--- src/sv/assert_macros.svh ---
// assertion macros shared by the rtl that carries checks
// no dependencies
`ifndef ASSERT_MACROS_SVH
`define ASSERT_MACROS_SVH

// check that holds whenever the block is out of reset
`define CHK_ALWAYS(label, clk, rst, prop) \
  label: assert property (@(posedge clk) disable iff (rst) (prop)) \
    else $error("check failed");

// check that also holds across reset
`define CHK_RESET(label, clk, prop) \
  label: assert property (@(posedge clk) (prop)) else $error("check failed");

`endif

--- src/sv/ffha_pkg.sv ---
// package for the first fit heap allocator: defaults, state, command and status types
// no dependencies
`timescale 1ns / 1ps
`default_nettype none
package ffha_pkg;

  localparam int ArenaBytesDefault  = 8192;
  localparam int HeaderBytesDefault = 24;
  localparam int OffsetW = 13;
  localparam int RequestW = 14;

  localparam logic KindAlloc = 1'b0;
  localparam logic KindFree  = 1'b1;

  typedef enum logic [3:0] {
    ST_INIT,
    ST_IDLE,
    ST_RD,
    ST_CHK,
    ST_ASPLIT,
    ST_AMARK,
    ST_FNRD,
    ST_FNCHK,
    ST_FWR,
    ST_DONE
  } state_t;

  typedef struct packed {
    logic init;
    logic load;
    logic rd_cur;
    logic rd_nxt;
    logic latch_cur;
    logic advance;
    logic latch_nxt;
    logic wr_split;
    logic wr_mark;
    logic wr_free;
    logic set_ok;
    logic post;
  } cmd_t;

  typedef struct packed {
    logic is_free;
    logic at_end;
    logic fit;
    logic spare;
    logic hit;
    logic past;
    logic out_free;
  } stat_t;

endpackage
`default_nettype wire

--- src/sv/ffha_ctrl.sv ---
// controller for the allocator: walks headers and sequences memory writes
// depends on ffha_pkg
`timescale 1ns / 1ps
`default_nettype none
module ffha_ctrl (
  input  wire logic           clk,
  input  wire logic           rst,
  input  wire logic           in_valid,
  input  wire logic           kind,
  input  wire ffha_pkg::stat_t stat,
  output logic                in_ready,
  output ffha_pkg::cmd_t      cmd,
  output ffha_pkg::state_t    st
);

  ffha_pkg::state_t st_next;
  logic kind_r;

  always_ff @(posedge clk) begin
    if (rst) begin
      st <= ffha_pkg::ST_INIT;
      kind_r <= ffha_pkg::KindAlloc;
    end else begin
      st <= st_next;
      if (in_valid && in_ready) kind_r <= kind;
    end
  end

  always_comb begin
    st_next = st;
    case (st)
      ffha_pkg::ST_INIT: st_next = ffha_pkg::ST_IDLE;
      ffha_pkg::ST_IDLE: if (in_valid) st_next = ffha_pkg::ST_RD;
      ffha_pkg::ST_RD: st_next = stat.at_end ? ffha_pkg::ST_DONE : ffha_pkg::ST_CHK;
      ffha_pkg::ST_CHK: begin
        if (kind_r == ffha_pkg::KindAlloc) begin
          if (stat.fit) st_next = stat.spare ? ffha_pkg::ST_ASPLIT : ffha_pkg::ST_AMARK;
          else st_next = ffha_pkg::ST_RD;
        end else begin
          if (stat.hit) st_next = stat.is_free ? ffha_pkg::ST_DONE : ffha_pkg::ST_FNRD;
          else if (stat.past) st_next = ffha_pkg::ST_DONE;
          else st_next = ffha_pkg::ST_RD;
        end
      end
      ffha_pkg::ST_ASPLIT: st_next = ffha_pkg::ST_AMARK;
      ffha_pkg::ST_AMARK: st_next = ffha_pkg::ST_DONE;
      ffha_pkg::ST_FNRD: st_next = ffha_pkg::ST_FNCHK;
      ffha_pkg::ST_FNCHK: st_next = ffha_pkg::ST_FWR;
      ffha_pkg::ST_FWR: st_next = ffha_pkg::ST_DONE;
      ffha_pkg::ST_DONE: if (stat.out_free) st_next = ffha_pkg::ST_IDLE;
      default: st_next = ffha_pkg::ST_INIT;
    endcase
  end

  always_comb begin
    cmd = '0;
    in_ready = 1'b0;
    case (st)
      ffha_pkg::ST_INIT: cmd.init = 1'b1;
      ffha_pkg::ST_IDLE: begin
        in_ready = 1'b1;
        cmd.load = in_valid;
      end
      ffha_pkg::ST_RD: cmd.rd_cur = 1'b1;
      ffha_pkg::ST_CHK: begin
        cmd.latch_cur = 1'b1;
        if (kind_r == ffha_pkg::KindAlloc) cmd.advance = !stat.fit;
        else cmd.advance = !stat.hit && !stat.past;
      end
      ffha_pkg::ST_ASPLIT: cmd.wr_split = 1'b1;
      ffha_pkg::ST_AMARK: begin
        cmd.wr_mark = 1'b1;
        cmd.set_ok = 1'b1;
      end
      ffha_pkg::ST_FNRD: cmd.rd_nxt = 1'b1;
      ffha_pkg::ST_FNCHK: cmd.latch_nxt = 1'b1;
      ffha_pkg::ST_FWR: begin
        cmd.wr_free = 1'b1;
        cmd.set_ok = 1'b1;
      end
      ffha_pkg::ST_DONE: cmd.post = stat.out_free;
      default: cmd = '0;
    endcase
  end

endmodule
`default_nettype wire

--- config.mk ---
export PLATFORM = sky130hd
export DESIGN_NAME = ffha_ctrl
export DESIGN_NICKNAME = d
export VERILOG_FILES = /design/src/sv/assert_macros.svh /design/src/sv/ffha_pkg.sv /design/src/sv/ffha_ctrl.sv
export SDC_FILE = /design/constraint.sdc
export NUM_CORES = 1
export LEC_CHECK = 0
export ABC_CLOCK_PERIOD_IN_PS = 2410
export BUFFER_PORTS_ARGS = -buffer_cell sky130_fd_sc_hd__buf_2
export CAP_MARGIN = 20
export CORE_AREA = 10 10 47 49
export DETAILED_ROUTE_END_ITERATION = 10
export DIE_AREA = 0 0 57 59
export PLACE_DENSITY = 0.67
export SLEW_MARGIN = 20
export SYNTH_ARGS = -nofsm -noshare
export SYNTH_HDL_FRONTEND = slang
export SYNTH_SLANG_ARGS = --single-unit
--- constraint.sdc ---
create_clock -name clk -period 2.41 [get_ports clk]
set_input_delay 0.3615 -clock clk [delete_from_list [all_inputs] [get_ports clk]]
set_output_delay 0.3615 -clock clk [all_outputs]
set_load 0.005 [all_outputs]
; ---- Word-level counts from Yosys, hierarchy flattened
; Index checks and enable logic that the tools add are counted.
[word_totals]
reg_bits = 5
latchBits = 0
mem_bits_rw = 0
romBits = 0
in_bits = 11
output_inout_bits = 17
elab_cells = 44
memories = 0
[classes]
n_addsub = 0
mul = 0
div = 0
order_cmp = 0
eq_ne = 11
n_shift = 0
muxes = 23
bitwise = 0
n_reduce_logical = 8
[ops]
columns = cell, n
row1 = $pmux W4 S9, 1
row2 = $mux W4, 7
row3 = $eq A4 B3 Y1 const B, 4
row4 = $mux W1, 13
row5 = $eq A4 B2 Y1 const B, 2
row6 = $eq A4 B4 Y1 const B, 2
row7 = $eq A4 B1 Y1 const B, 1
row8 = $logic_not A4 Y1, 1
row9 = $ne A2 B2 Y1 const B, 2
row10 = $logic_not A1 Y1, 3
row11 = $mux W3, 1
row12 = $logic_and A1 B1 Y1, 2
row13 = $mux W2, 1
row14 = $reduce_and A2 Y1, 1
row15 = $reduce_or A2 Y1, 1

; ---- Longest topological paths before layout
; Gate-level depths: netlist of run 1.
[depth]
word_depth = 4
depth_mapped = 6
mapped_depth_nobuf = 5

; ---- Worst setup path before layout of run 1
; No wires, ideal clock.
[synth_timing]
kind = reg2reg
from = register st[3]
to = register st[1]
setup_time_ns = 0.103
arrival_time_ns = 1.517
t_required_ns = 2.307
path_slack_ns = 0.790
stages_incl_launch_ff = 6
path_buffers = 1
synth_period_minus_slack_ns = 1.620
path_cell_list = dfxtp_1 -> or2_1 -> buf_6 -> or2_4 -> o32a_1 -> a2111oi_2
[synth_via]
elab_chain_len = 3
elab_cells_between_ends = 15
classes_between = eq/ne (11) / mux (1) / reduce/logical (3)
[synth_rtl]
columns = item, line_no
row1 = start: declaration, ffha_ctrl.sv:13  ; output ffha_pkg::state_t st
row2 = start signal: assignment, ffha_ctrl.sv:21  ; st <= ffha_pkg::ST_INIT;
row3 = start signal: assignment, ffha_ctrl.sv:24  ; st <= st_next;
row4 = "$eq A4 B4 Y1, or another cell as far along", ffha_ctrl.sv:31  ; case (st)
row5 = $reduce_or A2 Y1 (no source line) or $ne A2 B2 Y1 (tied branches), -
row6 = $pmux W4 S9 or $reduce_and A2 Y1 (tied branches), -
; Several ways; a longest one is shown, not always the timed one.
; A chain may end at the register's enable or synchronous reset.

==> results of run 1 <==
-- per-layer routing --
metal / GRT usage / part of all wire
met1: 0.0942 / 0.47
met2: 0.130 / 0.43
met3: 0.0558 / 0.11
met4: 0.0201 / 0
met5: 0 / 0
-- cell usage after synthesis --
cell / instances
clkbuf_1: 1
or2_1: 1
nor2_1: 11
buf_6: 1
o21bai_1: 1
nor2b_1: 3
o31a_1: 1
o32a_1: 1
nand3b_1: 1
mux2i_1: 2
a31oi_1: 2
nand2_1: 4
nor4_1: 2
inv_1: 5
nand2b_1: 3
or3_1: 1
nor3_1: 4
o32ai_1: 1
dfxtp_1: 5
a2111oi_2: 1
buf_1: 1
a2bb2oi_1: 1
nand3_1: 1
a21oi_1: 2
or2_4: 1
a211oi_1: 1
buf_2: 1
a311oi_1: 1
o21ai_0: 1
nor3b_1: 1
-- logic make-up (layout without fill, tap and decap cells) --
family,after synthesis,count (layout)
flops,5,5
mux,2,2
buf+inv,9,36
simple gates,33,33
compound gates,13,13
-- path summary, 6_finish.rpt --
check | to | slack, ns | cells past startpoint
hold / removal | st[1] | 0.34 | 2
setup reg to reg | st[1] | 0.65 | 4
setup / recovery | cmd[6] | 0.54 | 4
hold reg to reg | st[2] | 0.54 | 1
-- registers in the layout, indices dropped and copies added, names as in the netlist --
register,flops
st,4
kind_r,1
-- area by class of cell --
cell class	instances	area [sq um]
fillers	158	811
multi-input cells	48	290
repair buffers	27	135
flip-flops and latches	5	100
clock buffers	4	26.3
well taps	16	20.0
inverters	5	18.8
-- critical path: stages (launching register included) --
cell,delay (ns)
dfxtp_1,0.40
or2_1,0.36
or2_4,0.29
nor2_1,0.10
buf_2,0.12
-- power groups by stage --
stage / Clock (mW) / Sequential, mW / Combinational [mW]
floorplan: 0 / 0.0973 / 0.0674
global placement: 0 / 0.108 / 0.0923
detailed placement: 0 / 0.108 / 0.0922
CTS: 0.102 / 0.107 / 0.0927
global route: 0.109 / 0.110 / 0.104
finish: 0.0981 / 0.107 / 0.0907
-- stage by stage --
stage / worst slack, ns / total power [mW] / cell area (sq um) / cells
detailed placement: 0.651 / 0.200 / 564 / 101
global route: 0.336 / 0.323 / 591 / 105
CTS: 0.531 / 0.302 / 591 / 105
floorplan: 0.790 / 0.165 / 433 / 62
global placement: 0.702 / 0.200 / 564 / 101
finish: 0.538 / 0.296 / 591 / 105
==> flow_summary.toml, run 1 <==
[grt]
grtUsageTotal = 0.0844
grt_pass1_wl_um = 2360
antenna_found_initial = 0
overflow = 0
grt_max_degree = 15
grt_pass1_vias = 520

[floorplan]
start_util = 0.309
core_region_area_sq_mm = 0.00140
io_pins = 28
dieArea_sq_mm = 0.00336
die_h_um = 59
die_x_um = 57
fp-row-count = 14

[cells_and_area]
syn_to_final_growth_pct = 36.4
final_cell_mix = "27 x buf_2, 11 x nor2_1, 5 x inv_1, 5 x dfxtp_1"
drive_above_1_share = 0.360
final_common_cell = "buf_2"
utilization = 0.421
diodes = 0
fin_nets = 101

[timing]
post-route-min-period_ns = 1.87
setup_violations = 0
slew-limit-headroom = 0.720
min_period_over_period = 0.777
setup_tns_ns = 0
hold_viol = 0
worst_pin_slew_ns = 0.420
grt_setup_unrepaired = "no"
clock.fmax_mhz = 534
hold_ws_ns = 0.341
drv_slew = 0
worst_clock_skew_ns = 0.00403

[worst_setup_path]
crit_fanout = 12
worstPathArrival_ns = 1.51
r2r-start = "st[2]"
cp-start-kind = "flip-flop"
endpoint_kind = "output pin"
crit_required_ns = 2.05
crit_type = "reg2out"
worstSetupStartpoint = "st[2]"

[logic_synthesis]
yosys.area.top_type = "dfxtp_1"
synth_warnings = 0
synthAdderAreaFrac = 0
synth_area_leaders = "dfxtp_1 23%, nor2_1 9.5%, mux2i_1 4.6%"
synth-simple-area-share = 0.387
synth_xor_xnor_area_share = 0
syn-cell-area_sq_um = 433
synthCells = 62
synth_seq_cells = 5
synth_top_family_by_area = "simple AND/OR/NAND/NOR gates"
synth-seq-area-share = 0.231
avgSynthCellArea_sq_um = 6.98
yosys.area.top_type_share = 0.231
synth_nets = 73
ys_types = 30
synthMuxAreaShare = 0.0462
synth_compound_area_frac = 0.237

[placed_design]
gp_congestion = 0.754
numPortBuffers = 27
dp_hpwl_um = 1130

[cts]
cts_buffer_depth = 2
clkTransAtPathRegs_ns = 0.04
clock_latency_ns = 0.24
cts_tree = "done"
cts_hold_buf = 0
cts.sinks = 5
cts_root_buf = "clkbuf_4"
cts_post_setup_buffers_inserted = 0
cts_resized = 0
cts_buffers = 3
cts_max_level = 1

[power_and_ir_drop]
p_int_uw = 199
pwr-share-comb = 0.307
clock_power_share = 0.332
p_per_area_mw_per_mm2 = 501
p_seq_frac = 0.362
ir_worst_vdd_v = 0.000394
swShare = 0.328
leakage_nw = 0.293
switchingPower_uw = 97.1

[hold_path]
min-delay-start = "rst"
hp-class = "in2reg"

[detailed_routing]
ant_nets = 0
via_per_inst = 4.90
drt_iter0_drc = 9
wl_per_cell_um = 13.0
dr_total_vias = 515
drc = 0
drt_first_pass_iters = 4
routed_wl_um = 1370

[job]
maxCapViolCount = 0

[status]
status = "complete, no violations"
(Power assumes the default switching activity.)
==> run 2: changes to the inputs <==
ABC_CLOCK_PERIOD_IN_PS = 1800   (was 2410)
clock period = 1.8 ns   (was 2.41 ns; I/O delays follow)
==> flow_summary.toml, run 2 (synthesis results as in run 1) <==
[status]
status = "complete, no violations"

[timing]
setup_tns_ns = 0
final.setup.worst_slack_ns = 0.142
slew-limit-headroom = 0.763
drv_slew = 0
clock.fmax_mhz = 603
worst_clock_skew_ns = 0.0105
setup_violations = 0
worst_pin_slew_ns = 0.355
hold_ws_ns = 0.251
hold_viol = 0
grt_setup_unrepaired = "no"
min_period_over_period = 0.921
post-route-min-period_ns = 1.66

[cells_and_area]
fin_area_sq_um = 626
diodes = 0
utilization = 0.446
final_common_cell = "buf_2"
largest_reg_flops = 4
syn_to_final_growth_pct = 44.5
largest_register = "st"
drive_above_1_share = 0.398
layoutNonFillerInstCount = 109
largest_registers = "st: 4 flops, kind_r: 1 flops"
final_cell_mix = "27 x buf_2, 11 x nor2_1, 5 x inv_1, 5 x dfxtp_1"
fin_nets = 105

[floorplan]
io_pins = 28
start_util = 0.309
die_h_um = 59
fp-row-count = 14
core_region_area_sq_mm = 0.00140
die_x_um = 57
dieArea_sq_mm = 0.00336

[cts]
cts_post_setup_buffers_inserted = 0
cts_buffer_depth = 2
cts_root_buf = "clkbuf_4"
cts_buffers = 3
clock_latency_ns = 0.25
cts_max_level = 1
cts_hold_buf = 0
clkTransAtPathRegs_ns = 0.05
cts.sinks = 5
cts_tree = "done"

[worst_setup_path]
worstPathArrival_ns = 1.39
reg2regPathDepth = 4
cp-start-kind = "flip-flop"
rr_endpoint = "st[1]"
crit_type = "reg2out"
r2r-start = "st[3]"
rrSetupSlack_ns = 0.23
crit_required_ns = 1.53
endpoint_kind = "output pin"
crit_fanout = 8

[detailed_routing]
drt_first_pass_iters = 3
via_per_inst = 4.94
wl_per_cell_um = 13.5
drc = 0
wl_met3_um = 158
routed_wl_um = 1470
drt-met1-wl_um = 627
ant_nets = 0
routed-wl-met2_um = 682
dr_total_vias = 538
highest_layer = "met3"
drt_iter0_drc = 4

[grt]
grtUsageTotal = 0.0826
overflow = 0
grt_pass1_wl_um = 2350
grt_max_degree = 14
antenna_found_initial = 0
grt_pass1_vias = 544

[power_and_ir_drop]
p_per_area_mw_per_mm2 = 660
ir_worst_vdd_v = 0.000617
power_uw = 413
leakage_nw = 0.315

[placed_design]
dp.cells = 105
dp_slack_ns = 0.207
dp_hpwl_um = 1240
place_area_sq_um = 594
gp_congestion = 0.822
numPortBuffers = 27

[hold_path]
worstHoldPathCells = 2
whs_endpoint = "st[1]"
hp-class = "in2reg"
min-delay-start = "rst"

[job]
maxCapViolCount = 0
==> run 2: cell type report <==
type                            count  area (sq um)
Timing Repair Buffer               31           165
Sequential cell                     5           100
Inverter                            5          18.8
Multi-Input combinational cell     48           295
Clock buffer                        4          26.3
Tap cell                           16          20.0
Fill cell                         154           776
==> run 2: repair_timing <==
item,CTS,global route
setup endpoints to repair,0,1
gates resized for setup,0,1
endpoints found under the hold margin,0,0
==> run 2: worst max-delay path by stage <==
stage               to  slack (ns)  startpoint  cells after the start
4_1_cts        cmd[10]        0.09       st[3]                      4
2_1_floorplan    st[1]        0.18       st[3]                      5
3_5_place_dp     st[1]        0.21       st[3]                      4
6_report        cmd[1]        0.14       st[3]                      4
3_3_place_gp     st[1]        0.28       st[3]                      4
5_1_grt         cmd[1]        0.02       st[3]                      4
==> run 2: power by group <==
part	internal (mW)	switching, mW	total (mW)
Sequential	0.120	0.0103	0.131
Combinational	0.0724	0.0777	0.150
Clock	0.0839	0.0480	0.132
Total	0.277	0.136	0.413
==> run 2: critical path, stage by stage, from the launching register on <==
cell and delay [ns]:
dfxtp_1 0.40, inv_1 0.16, or3_1 0.32, a21oi_1 0.15, buf_2 0.13
==> run 2: routing by layer <==
layer | global-route usage | up-vias
li1 | - | 282
met1 | 0.0833 | 235
met2 | 0.147 | 21
met3 | 0.0558 | 0
met4 | 0 | 0
met5 | 0 | -
